**config.mk**
```make
export PLATFORM = sky130hd
export DESIGN_NAME = hft_queue
export DESIGN_NICKNAME = d
export VERILOG_FILES = /design/src/rtl/core/hashed_flow_table_defines.svh /design/src/rtl/core/hft_pkg.sv /design/src/rtl/core/hft_queue.sv
export SDC_FILE = /design/constraint.sdc
export NUM_CORES = 1
export LEC_CHECK = 0
export BUFFER_PORTS_ARGS = -buffer_cell sky130_fd_sc_hd__buf_2
export CAP_MARGIN = 10
export CELL_PAD_IN_SITES_DETAIL_PLACEMENT = 1
export CELL_PAD_IN_SITES_GLOBAL_PLACEMENT = 2
export CORE_UTILIZATION = 34
export CTS_BUF_LIST = sky130_fd_sc_hd__clkbuf_16
export DETAILED_ROUTE_END_ITERATION = 8
export HOLD_SLACK_MARGIN = 0.15
export PLACE_DENSITY = 0.86
export SLEW_MARGIN = 20
export SYNTH_ARGS = -nofsm -noshare
export SYNTH_HDL_FRONTEND = slang
export SYNTH_SLANG_ARGS = --single-unit
```
**constraint.sdc**
```tcl
create_clock -name clk -period 1.8 [get_ports clk]
set_clock_uncertainty 0.2 [all_clocks]
set_input_delay 0.54 -clock clk [delete_from_list [all_inputs] [get_ports clk]]
set_output_delay 0.54 -clock clk [all_outputs]
set_load 0.05 [all_outputs]
```
**src/rtl/core/hashed_flow_table_defines.svh**
```systemverilog
// Assertion macros for the flow table RTL.
`ifndef HASHED_FLOW_TABLE_DEFINES_SVH
`define HASHED_FLOW_TABLE_DEFINES_SVH

`ifndef SYNTHESIS
// Same-cycle implication.
`define HFT_ASSERT_IMPL(label, clk, rst_n, ante, cons) \
  label: assert property (@(posedge clk) disable iff (!rst_n) (ante) |-> (cons)) \
    else $error("flow table check failed");
// Next-cycle implication.
`define HFT_ASSERT_NEXT(label, clk, rst_n, ante, cons) \
  label: assert property (@(posedge clk) disable iff (!rst_n) (ante) |=> (cons)) \
    else $error("flow table check failed");
`else
`define HFT_ASSERT_IMPL(label, clk, rst_n, ante, cons)
`define HFT_ASSERT_NEXT(label, clk, rst_n, ante, cons)
`endif

`endif

```
**src/rtl/core/hft_pkg.sv**
```systemverilog
package hft_pkg;

  localparam int DEF_NUM_FLOWS = 1024;
  localparam int SUM_W         = 32;
  localparam int OUT_SLOT_W    = 10;
  localparam int COUNT_W       = 11;
  localparam int QUEUE_DEPTH   = 2;
  localparam int CFG_ADDR_W    = 3;

  localparam logic [15:0] TIMEOUT_RESET = 16'd600;

  localparam logic [2:0] OP_ADD   = 3'd0;
  localparam logic [2:0] OP_INC   = 3'd1;
  localparam logic [2:0] OP_DEL   = 3'd2;
  localparam logic [2:0] OP_TERM  = 3'd3;
  localparam logic [2:0] OP_SWEEP = 3'd4;

  localparam logic REG_TIMEOUT = 1'b0;

  typedef struct packed {
    logic [2:0]  operation;
    logic [31:0] src_ip;
    logic [31:0] dst_ip;
    logic [15:0] src_port;
    logic [15:0] dst_port;
    logic        is_tcp;
    logic        dst_port_known;
    logic        src_port_known;
    logic [31:0] now_seconds;
  } in_t;

  typedef struct packed {
    logic                  status;
    logic [OUT_SLOT_W-1:0] slot;
    logic [31:0]           packet_total;
    logic [COUNT_W-1:0]    removed_count;
  } out_t;

  // Command after classification: tuple already in stored orientation.
  typedef struct packed {
    logic [2:0]  op;
    logic [31:0] src_ip;
    logic [31:0] dst_ip;
    logic [15:0] src_port;
    logic [15:0] dst_port;
    logic        tcp;
    logic [31:0] now;
  } cmd_t;

  typedef struct packed {
    logic [31:0] src_ip;
    logic [31:0] dst_ip;
    logic [15:0] src_port;
    logic [15:0] dst_port;
    logic        tcp;
    logic [31:0] last_seen;
    logic [31:0] packets;
    logic        ended;
  } entry_t;

endpackage

```
**src/rtl/core/hft_queue.sv**
```systemverilog
module hft_queue import hft_pkg::*; #(
  parameter int WIDTH = 8
) (
  input  logic             clk,
  input  logic             rst_n,
  input  logic             push,
  input  logic [WIDTH-1:0] push_data,
  output logic             full,
  input  logic             pop,
  output logic             valid,
  output logic [WIDTH-1:0] pop_data
);

  localparam int PTR_W = $clog2(QUEUE_DEPTH);

  logic [WIDTH-1:0] buf_r [QUEUE_DEPTH];
  logic [PTR_W-1:0] wp_r, rp_r;
  logic [PTR_W:0]   cnt_r, cnt_nxt;

  assign full     = cnt_r == (PTR_W+1)'(QUEUE_DEPTH);
  assign valid    = cnt_r != '0;
  assign pop_data = buf_r[rp_r];

  always_comb begin
    cnt_nxt = cnt_r;
    if (push && !pop) cnt_nxt = cnt_r + (PTR_W+1)'(1);
    if (pop && !push) cnt_nxt = cnt_r - (PTR_W+1)'(1);
  end

  always_ff @(posedge clk) begin
    if (!rst_n) begin
      wp_r  <= '0;
      rp_r  <= '0;
      cnt_r <= '0;
    end else begin
      cnt_r <= cnt_nxt;
      if (push) wp_r <= (wp_r == PTR_W'(QUEUE_DEPTH - 1)) ? '0 : wp_r + PTR_W'(1);
      if (pop)  rp_r <= (rp_r == PTR_W'(QUEUE_DEPTH - 1)) ? '0 : rp_r + PTR_W'(1);
    end
    if (push) buf_r[wp_r] <= push_data;
  end

endmodule

```
**Word level (Yosys, flattened, before mapping)**

Memories as Yosys holds them, arrays and structs flattened. A register that Yosys moved wholly into a read port is not among the register bits.
Cells that the tools add are included.
Widths: inputs -> output; s select.

- Bits in writable memories: 16
- Memories kept: 1
- Latch bits: 0
- Register bits: 4
- Input bits: 12
- ROM bits: 0
- Output and inout bits: 10
- Logic and storage cells: 23

Memory list:

| memory | words | bits a word | rd ports | clocked after memory_dff | write ports | line | text |
|---|---|---|---|---|---|---|---|
| buf_r | 2 | 8 | 1 | 1 | 1 | hft_queue.sv:16 | `logic [WIDTH-1:0] buf_r [QUEUE_DEPTH];` |

- Divide/modulo/power cells: 0
- Multiplexer cells: 8
- Multiply operators: 0
- Shift-type cells: 0
- Reduce and logical (&&, ||, !) cells: 6
- Bitwise gates (word level): 0
- Order comparisons: 0
- Add/sub/neg operators: 4
- Equal/unequal tests: 1

Operators with widths:

| operator | number |
|---|---|
| $mux 1 | 6 |
| $mux 2 | 2 |
| $reduce_bool 2->1 | 2 |
| $add 1x1->1 const B | 2 |
| $add 2x1->2 const B | 1 |
| $eq 2x2->1 const B | 1 |
| $logic_and 1x1->1 | 2 |
| $logic_not 1->1 | 2 |
| $sub 2x1->2 const B | 1 |

**Logic depth before layout (Yosys ltp)**

- Depth in word-level cells: 4
- Depth in mapped cells: 5
- Depth with buffers taken out: 5

**Worst setup path before layout**

No wires, ideal clock.

- Path type: register to output
- Start point: register with a tool-made name
- End point: output pop_data[0]
- Arrival time: 923 ps
- Setup slack: 137 ps
- Cell stages (with the launch flop): 3
- Cell sequence: dfxtp_1 > buf_2 > mux2_2

RTL lines:

| item | line | text |
|---|---|---|
| to (decl) | hft_queue.sv:11 | `output logic [WIDTH-1:0] pop_data` |

==> results.sh <==
export IMPL_grt_overflow_total=0
export IMPL_crit_type="flip-flop to primary output"
export IMPL_placedCellCount=98
export IMPL_drt_pass1_iter_count=4
export IMPL_std_cell_rows=17
export IMPL_tritoncts="built"
export IMPL_yosysTopAreaCell="edfxtp_1"
export IMPL_worst_slack_ns=-0.118
export IMPL_drc=0
export IMPL_finalCritPeriodShare_pct=107
export IMPL_dr_first_iter_drc_count=1
export IMPL_grt_start_max_net_pins=12
export IMPL_syn_area_um2=795
export IMPL_cts_max_path_buffers=2
export IMPL_crit_path_end_kind="primary output"
export IMPL_gp_congestion=0.637
export IMPL_fin_area_mm2=0.00117
export IMPL_setup_worst_path_start_class="flip-flop"
export IMPL_finalSetupTns_ns=-0.915
export IMPL_worstMarginPinSlew_ns=0.385
export IMPL_ant_nets=0
export IMPL_drive_gt1_share_pct=52.7
export IMPL_clkSinkCount=21
export IMPL_hp_class="primary input to flip-flop"
export IMPL_yosysSeqAreaShare_pct=73.1
export IMPL_grt_pass1_vias=473
export IMPL_final_common_cell="edfxtp_1"
export IMPL_ios=22
export IMPL_ir_worst_vdd_uv=619
export IMPL_post_cts_resized=36
export IMPL_hold_viol_final=0
export IMPL_multiInputGateArea_um2=238
export IMPL_reg2regPathDepth=2
export IMPL_dieArea_mm2=0.00253
export IMPL_syn_area_per_cell_um2=16.9
export IMPL_fin_nets=88
export IMPL_violations="setup timing"
export IMPL_dp_hpwl_um=920
export IMPL_placement_io_buffers=21
export IMPL_reg2reg_slack_ns=0.53
export IMPL_totalWireLength_mm=1.38
export IMPL_finalNonFillerCells=102
export IMPL_cts_root_buf="clkbuf_16"
export IMPL_core_region_area_mm2=0.00221
export IMPL_seq_area_um2=586
export IMPL_numCtsBuffers=3
export IMPL_wl_per_cell_um=13.5
export IMPL_slew_violations=0
export IMPL_synthToLayoutAreaGrowth_pct=47.7
export IMPL_synth_nets=60
export IMPL_r2r_start="wp_r"
export IMPL_min_period_ns=1.92
export IMPL_powerDensity_mw_per_mm2=1120
export IMPL_worstPathMaxFanout=8
export IMPL_start_util_pct=35.9
export IMPL_vias=460
export IMPL_crit_chain="buf_12 -> mux2_4 -> buf_8"
export IMPL_rsz0062_at_grt="yes"
export IMPL_cp_data_required_time_ns=1.06
export IMPL_die_height_um=50.3
export IMPL_postSynthCellCount=47
export IMPL_setup_violations=8
export IMPL_viasPerCell=4.51
export IMPL_max_slew_margin_rel_pct=74.4
export IMPL_regToRegEndpoint="buf_r[0][1]"
export IMPL_cp_arrival_ns=1.18
export IMPL_p_leak_nw=0.483
export IMPL_antenna_found_initial=0
export IMPL_synth_top_cell_area_share_pct=60.5
export IMPL_cpPeakStageDelay_ns=0.33
export IMPL_grt_util_all_layers_pct=12.1
export IMPL_cts_clk_slew_worst_paths_ns=0.05
export IMPL_synthTopCellsByArea="edfxtp_1, dfxtp_1, mux2_2"
export IMPL_insertedDiodeCount=0
export IMPL_yosysWarnings=0
export IMPL_cts_max_level=1
export IMPL_layout_common_cells="edfxtp_1, buf_2, buf_8"
export IMPL_fillerInstances=222
export IMPL_hold_buffers=0
export IMPL_yosysUniqueCellTypes=17
export IMPL_die_w_um=50.3
export IMPL_clkLatencyLatePin_ns=0.24
export IMPL_cts_setup_buffers=0
export IMPL_place_area_um2=965
export IMPL_max_cap_viol_count=0
export IMPL_fmax_mhz=521
export IMPL_grt_pass1_wl_mm=2.24
export IMPL_ys_ff_latch=21
export IMPL_status="complete, but fails checks"
export IMPL_endpoint="pop_data[4]"
export IMPL_cp_slowest_cell="dfxtp_2"
-- synth_stat cells (all sizes together) --
| cell type | instances |
|---|---|
| buf | 1 |
| or3 | 1 |
| inv | 1 |
| or2 | 1 |
| o21a | 1 |
| a21boi | 1 |
| nor2b | 1 |
| nor2 | 1 |
| o21ai | 1 |
| edfxtp | 16 |
| mux2 | 8 |
| xnor2 | 2 |
| and2 | 4 |
| xor2 | 1 |
| dfxtp | 5 |
| ha | 1 |
| and2b | 1 |
-- worst min path at each step --
stage | startpoint | endpoint | slack (ns) | depth (start not counted)
after CTS | push_data[0] | buf_r[0][0] | 0.28 | 1
final | push_data[6] | buf_r[0][6] | 0.29 | 1
after floorplan | cnt_r[1] | cnt_r[1] | 0.26 | 2
after detailed placement | cnt_r[1] | cnt_r[1] | 0.30 | 2
after global routing | push_data[0] | buf_r[0][0] | 0.28 | 1
after global placement | cnt_r[1] | cnt_r[1] | 0.29 | 2
-- logic make-up after synthesis --
logic type	synth area share [%]
flops	73.1
simple gates	7.09
mux	11.3
compound gates	2.52
xor+xnor	3.31
buf+inv	1.10
fa+ha+maj	1.57
-- cell type report --
class | instances | area share (%)
flip-flops and latches | 21 | 49.9
multi-input cells | 24 | 20.3
repair buffers | 24 | 19.8
clock buffers | 3 | 6.40
well taps | 28 | 2.99
clock inverters | 1 | 0.320
inverters | 1 | 0.320
-- critical path, delay by kind of cell (launching register included) --
family | cells | cell delay, ns
flops | 1 | 0.33
buf+inv | 2 | 0.28
mux | 1 | 0.31
-- sequential cells by signal, indices dropped and copies added, names as in the netlist, named ones only --
| name | flops |
|---|---|
| buf_r | 16 |
| cnt_r | 2 |
| rp_r | 1 |
| wp_r | 1 |
-- per-layer routing --
metal / vias up / global-route usage (%) / wire length (µm)
li1: 223 / - / -
met1: 220 / 15.1 / 612
met2: 15 / 19.3 / 653
met3: 2 / 4.24 / 102
met4: 0 / 4.17 / 9
met5: - / 0 / 0
-- power breakdown --
group | switching (mW) | internal, mW
combinational | 0.158 | 0.144
sequential | 0.0165 | 0.557
clock | 0.149 | 0.295
total | 0.324 | 0.996
-- stage by stage --
stage	power (mW)	hold slack, ns	setup WS (ns)	utilization, %
2_1_floorplan	0.740	0.261	0.137	-
3_3_place_gp	0.799	0.286	0.0636	43.6
3_5_place_dp	0.807	0.299	0.0232	43.6
4_1_cts	1.32	0.281	-0.121	52.5
5_1_grt	1.37	0.285	-0.146	53.1
6_report	1.32	0.285	-0.118	53.1
Power figures use the tool's default switching activity.
