===== src/rtl/core/hashed_flow_table_defines.svh =====
// Assertion macros for the flow table RTL.
`ifndef HASHED_FLOW_TABLE_DEFINES_SVH
`define HASHED_FLOW_TABLE_DEFINES_SVH

`ifndef SYNTHESIS
// Same-cycle implication.
`define HFT_ASSERT_IMPL(label, clk, rst_n, ante, cons) \
  label: assert property (@(posedge clk) disable iff (!rst_n) (ante) |-> (cons)) \
    else $error("flow table check failed");
// Next-cycle implication.
`define HFT_ASSERT_NEXT(label, clk, rst_n, ante, cons) \
  label: assert property (@(posedge clk) disable iff (!rst_n) (ante) |=> (cons)) \
    else $error("flow table check failed");
`else
`define HFT_ASSERT_IMPL(label, clk, rst_n, ante, cons)
`define HFT_ASSERT_NEXT(label, clk, rst_n, ante, cons)
`endif

`endif


===== src/rtl/core/hft_pkg.sv =====
package hft_pkg;

  localparam int DEF_NUM_FLOWS = 1024;
  localparam int SUM_W         = 32;
  localparam int OUT_SLOT_W    = 10;
  localparam int COUNT_W       = 11;
  localparam int QUEUE_DEPTH   = 2;
  localparam int CFG_ADDR_W    = 3;

  localparam logic [15:0] TIMEOUT_RESET = 16'd600;

  localparam logic [2:0] OP_ADD   = 3'd0;
  localparam logic [2:0] OP_INC   = 3'd1;
  localparam logic [2:0] OP_DEL   = 3'd2;
  localparam logic [2:0] OP_TERM  = 3'd3;
  localparam logic [2:0] OP_SWEEP = 3'd4;

  localparam logic REG_TIMEOUT = 1'b0;

  typedef struct packed {
    logic [2:0]  operation;
    logic [31:0] src_ip;
    logic [31:0] dst_ip;
    logic [15:0] src_port;
    logic [15:0] dst_port;
    logic        is_tcp;
    logic        dst_port_known;
    logic        src_port_known;
    logic [31:0] now_seconds;
  } in_t;

  typedef struct packed {
    logic                  status;
    logic [OUT_SLOT_W-1:0] slot;
    logic [31:0]           packet_total;
    logic [COUNT_W-1:0]    removed_count;
  } out_t;

  // Command after classification: tuple already in stored orientation.
  typedef struct packed {
    logic [2:0]  op;
    logic [31:0] src_ip;
    logic [31:0] dst_ip;
    logic [15:0] src_port;
    logic [15:0] dst_port;
    logic        tcp;
    logic [31:0] now;
  } cmd_t;

  typedef struct packed {
    logic [31:0] src_ip;
    logic [31:0] dst_ip;
    logic [15:0] src_port;
    logic [15:0] dst_port;
    logic        tcp;
    logic [31:0] last_seen;
    logic [31:0] packets;
    logic        ended;
  } entry_t;

endpackage


===== src/rtl/core/hft_front.sv =====
module hft_front import hft_pkg::*; #(
  parameter int NUM_FLOWS = DEF_NUM_FLOWS,
  parameter int SLOT_W    = $clog2(DEF_NUM_FLOWS)
) (
  input  logic              clk,
  input  logic              rst_n,
  input  logic              clearing,
  input  logic              in_valid,
  input  in_t               in_data,
  output logic              in_stall,
  output logic              q_push,
  output logic [SLOT_W-1:0] q_slot,
  output cmd_t              q_cmd,
  input  logic              q_full
);

  localparam bit IS_POW2 = (NUM_FLOWS & (NUM_FLOWS - 1)) == 0;
  localparam int CNT_W   = 2;
  localparam int LOG_N   = $clog2(NUM_FLOWS);
  localparam int SHIFT   = SUM_W + LOG_N;
  localparam int PROD_W  = 2 * SUM_W + 1;
  // ceil(2^SHIFT / NUM_FLOWS): exact quotient for every 32-bit sum
  localparam logic [63:0] MAGIC_W =
    ((64'd1 << SHIFT) + 64'(NUM_FLOWS) - 64'd1) / 64'(NUM_FLOWS);
  localparam logic [SUM_W:0] MAGIC = MAGIC_W[SUM_W:0];

  logic              busy_r, busy_nxt;
  logic [CNT_W-1:0]  cnt_r, cnt_nxt;
  logic [SUM_W-1:0]  sum_r, sum_nxt;
  logic [SUM_W-1:0]  q_r, q_nxt;
  logic [SLOT_W-1:0] rem_r, rem_nxt;
  logic [PROD_W-1:0] prod;
  logic [SUM_W-1:0]  diff;
  cmd_t              cmd_r, cmd_nxt;
  logic              done, accept, swap;

  assign done     = busy_r && (IS_POW2 || (cnt_r == '0));
  assign q_push   = done && !q_full;
  assign in_stall = clearing || (busy_r && !q_push);
  assign accept   = in_valid && !in_stall;
  assign q_cmd    = cmd_r;
  assign q_slot   = IS_POW2 ? sum_r[SLOT_W-1:0] : rem_r;
  assign swap     = !in_data.is_tcp && !in_data.dst_port_known && in_data.src_port_known;

  // Non-power-of-two table: quotient by reciprocal multiply, then remainder.
  assign prod = PROD_W'(sum_r) * PROD_W'(MAGIC);
  assign diff = sum_r - q_r * SUM_W'(NUM_FLOWS);

  always_comb begin
    busy_nxt = busy_r;
    cnt_nxt  = cnt_r;
    sum_nxt  = sum_r;
    q_nxt    = q_r;
    rem_nxt  = rem_r;
    cmd_nxt  = cmd_r;
    if (q_push) begin
      busy_nxt = 1'b0;
    end
    if (busy_r && !IS_POW2 && (cnt_r != '0)) begin
      cnt_nxt = cnt_r - CNT_W'(1);
      if (cnt_r == CNT_W'(2)) begin
        q_nxt = SUM_W'(prod >> SHIFT);
      end else begin
        rem_nxt = diff[SLOT_W-1:0];
      end
    end
    if (accept) begin
      busy_nxt = 1'b1;
      cnt_nxt  = CNT_W'(2);
      sum_nxt  = in_data.src_ip + in_data.dst_ip + SUM_W'(in_data.src_port)
               + SUM_W'(in_data.dst_port) + SUM_W'(!in_data.is_tcp);
      cmd_nxt.op       = in_data.operation;
      cmd_nxt.src_ip   = swap ? in_data.dst_ip : in_data.src_ip;
      cmd_nxt.dst_ip   = swap ? in_data.src_ip : in_data.dst_ip;
      cmd_nxt.src_port = swap ? in_data.dst_port : in_data.src_port;
      cmd_nxt.dst_port = swap ? in_data.src_port : in_data.dst_port;
      cmd_nxt.tcp      = in_data.is_tcp;
      cmd_nxt.now      = in_data.now_seconds;
    end
  end

  always_ff @(posedge clk) begin
    if (!rst_n) begin
      busy_r <= 1'b0;
      cnt_r  <= '0;
    end else begin
      busy_r <= busy_nxt;
      cnt_r  <= cnt_nxt;
    end
    sum_r <= sum_nxt;
    q_r   <= q_nxt;
    rem_r <= rem_nxt;
    cmd_r <= cmd_nxt;
  end

endmodule


===== config.mk =====
export PLATFORM = sky130hd
export DESIGN_NAME = hft_front
export DESIGN_NICKNAME = d
export VERILOG_FILES = /design/src/rtl/core/hashed_flow_table_defines.svh /design/src/rtl/core/hft_pkg.sv /design/src/rtl/core/hft_front.sv
export SDC_FILE = /design/constraint.sdc
export NUM_CORES = 1
export LEC_CHECK = 0
export ABC_AREA = 1
export BUFFER_PORTS_ARGS = -buffer_cell sky130_fd_sc_hd__buf_2
export CAP_MARGIN = 20
export CORE_ASPECT_RATIO = 1.75
export CORE_MARGIN = 2
export CORE_UTILIZATION = 43
export DETAILED_ROUTE_END_ITERATION = 10
export PLACE_DENSITY = 0.79
export SYNTH_ARGS = -nofsm -noshare
export SYNTH_HDL_FRONTEND = slang
export SYNTH_SLANG_ARGS = --single-unit

===== constraint.sdc =====
create_clock -name clk -period 8.45 [get_ports clk]
set_clock_uncertainty 0.2 [all_clocks]
set_input_delay 1.2675 -clock clk [delete_from_list [all_inputs] [get_ports clk]]
set_output_delay 1.2675 -clock clk [all_outputs]
set_load 0.02 [all_outputs]

# ---- Word level (Yosys, flattened, before mapping)
# Cells that the tools add are included.
dict set report totals {
  register_bits 143
  inputBits 139
  elab_cells 31
}
dict set report classes {
  addsub 4
  mux 6
  reduce_logical 12
}
# cell n
set op_table {}
lappend op_table {{2-to-1 mux 32 bit} 2}
lappend op_table {{2-to-1 mux 16 bit} 2}
lappend op_table {{adder 10 bit} 3}
lappend op_table {{adder 10 x 1 -> 10 bit} 1}
lappend op_table {{logical AND 1 bit} 5}
lappend op_table {{zero test 1 bit} 5}
lappend op_table {{2-to-1 mux 1 bit} 2}
lappend op_table {{nonzero test 2 bit} 1}
lappend op_table {{logical OR 1 bit} 1}

# ---- Logic depth before layout (Yosys ltp)
# Gate-level depths: netlist (run 1).
dict set report depth {
  depth_word 8
  mapped_depth 13
}

# ---- Worst setup path before layout (run 1)
# No wires, ideal clock.
dict set report synth_path {
  kind {input -> register}
  from {input port q_full}
  to {register cmd_r, in the netlist q_cmd[0] (enable)}
  arrival_ps 7427
  required_ps 7604
  slack_ps 177
  cell_stages 3
  path_buffers 0
  path_cell_list {nand2_1 -> nand2_1 -> nor2_1}
}
dict set report synth_between {
  elab_chain_len 7
}
# item line
set synth_lines {}
lappend synth_lines {{from (decl)} hft_front.sv:14} ;# input logic q_full
lappend synth_lines {{zero test 1 bit} hft_front.sv:38} ;# assign q_push = done && !q_full;
lappend synth_lines {{logical AND 1 bit} hft_front.sv:38}
lappend synth_lines {{zero test 1 bit} hft_front.sv:39} ;# assign in_stall = clearing || (busy_r && !q_push);
lappend synth_lines {{logical AND 1 bit} hft_front.sv:39}
lappend synth_lines {{logical OR 1 bit} hft_front.sv:39}
lappend synth_lines {{net in_stall} hft_front.sv:10} ;# output logic in_stall,
lappend synth_lines {{zero test 1 bit} hft_front.sv:40} ;# assign accept = in_valid && !in_stall;
lappend synth_lines {{logical AND 1 bit} hft_front.sv:40}
lappend synth_lines {{net accept} hft_front.sv:35} ;# logic done, accept, swap;
lappend synth_lines {{to (signal assigned)} hft_front.sv:93} ;# cmd_r <= cmd_nxt;
lappend synth_lines {{to (decl)} hft_front.sv:34} ;# cmd_t cmd_r, cmd_nxt;
# The timed path passes the listed nets, and every way through them passes these cells.
# A chain may end at the register's enable or synchronous reset.

# ---- Worst setup path in the final report (run 1)
dict set report layout_path {
  from {input port in_data[36] (netlist bit)}
  to {register sum_r[7] (data pin)}
}
dict set report layout_between {
  elab_chain_len 2
}
# item line
set layout_lines {}
lappend layout_lines {{from (decl)} hft_front.sv:9} ;# input in_t in_data,
lappend layout_lines {{adder 10 bit} hft_front.sv:71} ;# + SUM_W'(in_data.dst_port) + SUM_W'(!in_data.is_tcp);
lappend layout_lines {{adder 10 x 1 -> 10 bit} hft_front.sv:71}
lappend layout_lines {{to (signal assigned)} hft_front.sv:90} ;# sum_r <= sum_nxt;
lappend layout_lines {{to (decl)} hft_front.sv:29} ;# logic [SUM_W-1:0] sum_r, sum_nxt;
# Every way passes these cells.

==> metrics, run 1 <==
Setup CP Type=in -> reg; Die Height=167 microns; total CTS buffers=17; Reg2Reg Depth=4; initial antenna violation count=0; number of instances on the worst hold path=4; portion of synthesized cell area occupied by the leading cell type=65.7%; H-tree depth=4; routed wire length=15,600 microns; Mapped Avg Cell Area=11.8 sq um; n_diodes=0; count of endpoints failing hold in the final timing report=0; post-synthesis sequential area ratio=66.0%; Layout area overhead=32.0%; arrival time at the worst endpoint=3.65 ns; cts repair resizes=0; final net count=999; worst reg2reg setup slack=6.49 ns; CP Launch Type=input pin; Rel. slew slack=32.4%; cell types with the largest area share after synthesis=edfxtp_1 (66%), nand2_1 (6.2%), fa_1 (5.9%), inv_1 (5.4%), o21ai_1 (4.3%); Post-Layout Cell Count=1,029; number of maximum-capacitance violations=0; number of buffers inserted by port buffering=282; RePlAce Congestion=0.863; latest clock arrival within the worst-skew pair=0.41 ns; vias after detailed routing=4,843; Post-DRT Antenna Nets=0; unrepaired setup endpoints after global routing=no; nature of the critical path endpoint=flop; cell taking the most area after synthesis=edfxtp_1; fraction of final layout cells sized beyond drive strength 1=37.7%; fraction of the cycle the final worst path needs=43.6%; overall die width=96.9 microns; Max Clock Freq=271 MHz; HPWL Detailed=11,900 microns; setup violation total in the final timing report=0; post-CTS setup-driven buffer insertion count=0; LEAKAGE=4.08 nW; number of sinks on the clock net=143; worst-path maximum fanout=4; # rows=59; run status=complete, no violations; Clock Root Buffer=clkbuf_16; placed cells=997; setup slack at placement=4.38 ns; global-route congestion overflow total=0; CTS Buffer Depth=2; fin crit period=3.69 ns; largest net degree at the start of global routing=193; remaining routing DRC violations=0; required time of the worst setup path=8.41 ns; register bit count reported by yosys=143; top library cells by usage in the layout, fill and taps aside=buf_2 (282), edfxtp_1 (142), nand2_1 (107), inv_1 (94), o21ai_1 (56); fraction of the core area covered by cells at the end of the flow=57.8%; initial core utilization=43.8%; reg-to-reg startpoint=busy_r; routed length on met3=935 microns; number of pins with negative max-slew slack in the final report=0; most common library cell in the layout ignoring fill and taps=buf_2; number of buffers inserted by hold repair at cts=0; Min-Delay Path Class=reg -> reg; average via count per standard cell=4.71; setup_tns=0 ns; top routing layer used=met4; CTS tree=built; clock transition at the registers of the reported paths=0.07 ns; Final WS setup=4.76 ns; routed wire length per instance=15.1 microns; Layout fillers=1,257; Critical R2R Capture=q_cmd[63]; First DRT Iteration DRCs=228; transition time at the pin with the least slew margin=1.01 ns; Syn Nets=717; total power divided by cell area=227 mW/mm^2; wire length on met2=8470 microns; number of distinct standard cells referenced by the synthesized netlist=20; via count of the first global-routing pass=4,812; number of optimization iterations in the first detailed-route pass=6; warnings from Yosys=0; Post-Syn Area=0.00649 sq mm; VDD IR max=0.178 mV; Die ar.=0.0161 sq mm; area of the core=0.0148 sq mm; Min-Delay Startpoint=busy_r; overall global routing resource usage=19.2%; endpoint of the worst hold path=busy_r; global-route wire length before repair=24,200 microns; Ports=283; gate count after technology mapping=551; sum of routed wire segments on met1=5420 microns
-- worst max-delay path by stage --
stage                           start        to  slack [ns]  depth (start not counted)
final                     in_data[36]  sum_r[7]        4.76                         11
after global routing      in_data[36]  sum_r[7]        4.64                         11
after CTS                 in_data[36]  sum_r[7]        4.77                         11
after detailed placement  in_data[36]  sum_r[7]        4.38                         11
after global placement    in_data[36]  sum_r[7]        4.41                         11
after floorplan                q_full  q_cmd[0]        0.18                          3
-- critical path, cell delays in order --
cell     delay, ns
buf_2         0.11
fa_1          0.61
fa_1          0.45
ha_1          0.25
fa_1          0.41
nand3_1       0.10
nand2_1       0.15
nand3_1       0.13
nand3_1       0.07
nand2_1       0.06
nand2_1       0.04
-- sequential cells by signal, indices dropped and copies added (netlist names) --
signal  flops
q_cmd     132
sum_r      10
busy_r      1
-- report_power, final --
part           switching, mW  internal [mW]
Combinational          0.212          0.121
Clock                  0.316          0.447
Sequential           0.00872          0.840
Total                  0.537           1.41
-- cell families after synthesis --
family,Yosys count,synth area share [%]
fa+ha+maj,27,7.40
xor+xnor,3,0.405
flops,143,66.0
compound gates,106,8.40
buf+inv,115,8.48
simple gates,157,9.35
-- cells in the mapped netlist --
| cell type | count |
|---|---|
| edfxtp_1 | 142 |
| nand2_1 | 107 |
| inv_1 | 94 |
| o21ai_1 | 56 |
| nor2_1 | 38 |
| a21oi_1 | 36 |
| fa_1 | 19 |
| buf_6 | 15 |
| nand3_1 | 10 |
| o21ai_0 | 9 |
| ha_1 | 8 |
| buf_2 | 5 |
| xor2_1 | 3 |
| a21oi_2 | 2 |
| o21bai_1 | 2 |
| a21o_1 | 1 |
| clkbuf_1 | 1 |
| dfxtp_1 | 1 |
| nand2_2 | 1 |
| nand4_1 | 1 |
-- layer usage --
metal / track usage [%] / vias to the layer above
met5: 0 / -
met4: 11.1 / 0
met3: 4.99 / 49
met2: 35.0 / 198
met1: 19.5 / 2195
li1: - / 2401
-- metrics by stage --
step	hold slack [ns]	power (mW)	cell area (sq um)
after floorplan	0.323	1.09	6490
after detailed placement	0.372	1.20	7970
final	0.387	1.94	8570
after CTS	0.388	1.97	8570
after global placement	0.344	1.19	7970
after global routing	0.438	2.03	8570
-- area by class of cell --
class	instances	area, sq um	area share (%)
clock inverters	14	171	2.00
flip-flops and latches	143	4280	50.0
repair buffers	284	1430	16.6
clock buffers	18	429	5.01
well taps	183	229	2.67
inverters	94	353	4.12
multi-input cells	293	1680	19.6
(Power assumes the default switching activity.)
==> inputs of run 2 (changes only) <==
Clock period 8.45 ns to 3 ns, I/O delays scaled along.
==> run 2 against run 1 <==
Critical path depth unchanged. Power grew to 2.8 times the previous value. Wire length increased by 1.7%. Critical path type unchanged.
==> metrics, run 2 (synthesis gave the netlist of run 1 again) <==
Worst Hold Slack=0.0240 ns; HPWL Detailed=12,000 microns; CTS Buffer Depth=2; initial core utilization=43.8%; nature of the critical path endpoint=flop; unrepaired setup endpoints after global routing=no; Max Clock Freq=364 MHz; final net count=1,028; Die Height=167 microns; global-route congestion overflow total=0; Setup CP Type=in -> reg; LEAKAGE=4.20 nW; Worst Setup EP=sum_r[7]; Clock Root Buffer=clkbuf_16; transition time at the pin with the least slew margin=0.458 ns; Rel. slew slack=69.5%; VDD IR max=0.353 mV; average via count per standard cell=4.77; Critical R2R Capture=q_cmd[16]; cell area reported after detailed placement=0.00814 sq mm; placed cells=1,009; number of buffers inserted by port buffering=282; routed wire length=15,800 microns; worst reg2reg setup slack=1.35 ns; routed wire length per instance=15.0 microns; fraction of final layout cells sized beyond drive strength 1=38.2%; cts repair resizes=0; latest clock arrival within the worst-skew pair=0.40 ns; Post-DRT Antenna Nets=0; n_diodes=0; max reg flops=132; arrival time at the worst endpoint=2.72 ns; Layout fillers=1,230; required time of the worst setup path=2.97 ns; run status=complete, no violations; First DRT Iteration DRCs=235; fraction of the cycle the final worst path needs=91.6%; Min-Delay Path Class=in -> reg; Post-Layout Inst Area=0.00886 sq mm; clock transition at the registers of the reported paths=0.07 ns; Ports=283; vias after detailed routing=5,047; area of the core=0.0148 sq mm; total CTS buffers=17; most common library cell in the layout ignoring fill and taps=buf_2; setup violation total in the final timing report=0; RePlAce Congestion=0.829; number of sinks on the clock net=143; number of pins with negative max-slew slack in the final report=0; largest net degree at the start of global routing=101; Post-Layout Cell Count=1,058; Die ar.=0.0161 sq mm; remaining routing DRC violations=0; worst-path maximum fanout=4; H-tree depth=4; top library cells by usage in the layout, fill and taps aside=buf_2 (282), edfxtp_1 (142), nand2_1 (105), inv_1 (93), o21ai_1 (56); count of endpoints failing hold in the final timing report=0; Layout area overhead=36.5%; fraction of the core area covered by cells at the end of the flow=59.7%; total power divided by cell area=606 mW/mm^2; Reg2Reg Depth=4; fin crit period=2.75 ns; CP Launch Type=input pin; via count of the first global-routing pass=5,066; crit path launch=in_data[36]; overall global routing resource usage=19.3%; number of maximum-capacitance violations=0; overall die width=96.9 microns; # rows=59; number of instances on the worst hold path=1; reg-to-reg startpoint=busy_r; initial antenna violation count=0; global-route wire length before repair=24,400 microns; number of optimization iterations in the first detailed-route pass=4; CTS tree=built
[run 2: cell count changes in the layout (fill, tap and decap cells not counted), sizes merged]
cell | previous run | this run
clkinv | 1 | 5
dlygate4sd3 | 0 | 17
inv | 102 | 100
buf | 284 | 296
bufinv | 2 | 0
[run 2: where the power goes]
group | internal [mW] | total (mW) | switching, mW
Combinational | 0.395 | 1.01 | 0.613
Sequential | 2.36 | 2.39 | 0.0257
Clock | 1.09 | 1.97 | 0.885
Total | 3.85 | 5.37 | 1.52
[run 2: per-stage QoR]
step / setup TNS (ns) / power (mW) / setup slack (ns)
2_1_floorplan: -43.87 / 3.06 / -0.309
3_3_place_gp: -0.376 / 3.39 / -0.173
3_5_place_dp: -0.504 / 3.43 / -0.181
4_1_cts: 0 / 5.42 / 0.260
5_1_grt: 0 / 5.62 / 0.101
6_report: 0 / 5.37 / 0.252
[run 2: metal layers]
metal  share of wire [%]  vias up  wire length, microns  global-route usage [%]
met3                 5.0       42                   785                    3.99
met4                 4.8        0                   767                    11.2
met5                   0        -                     0                       0
li1                    -     2456                     -                       -
met2                  56      207                  8800                    36.2
met1                  35     2342                  5470                    19.2
[run 2: layout make-up]
cell class / instances / area (sq um) / share of cell area (%)
multi-input combinational: 293 / 1710 / 19.3
tap: 183 / 229 / 2.58
clock inverter: 14 / 126 / 1.43
inverter: 94 / 355 / 4.01
sequential: 143 / 4280 / 48.3
timing repair buffer: 313 / 1720 / 19.5
clock buffer: 18 / 429 / 4.84
[run 2: worst min path at each step]
stage	startpoint	endpoint
2_1_floorplan	rst_n	busy_r
3_3_place_gp	in_data[20]	q_cmd[20]
3_5_place_dp	in_data[22]	q_cmd[22]
4_1_cts	in_data[14]	q_cmd[14]
5_1_grt	in_data[8]	q_cmd[8]
6_report	in_data[23]	q_cmd[23]
[run 2: timing repair]
item,CTS,global route
hold buffers,13,4
endpoints found under the hold margin,13,4
buffers inserted,0,0
[run 2: critical path, stage by stage]
cell,delay [ns]
buf_2,0.11
fa_1,0.58
fa_1,0.43
ha_1,0.24
fa_1,0.40
nand3_1,0.10
nand2_1,0.11
nand3_1,0.12
nand3_1,0.07
nand2_1,0.06
nand2_1,0.04
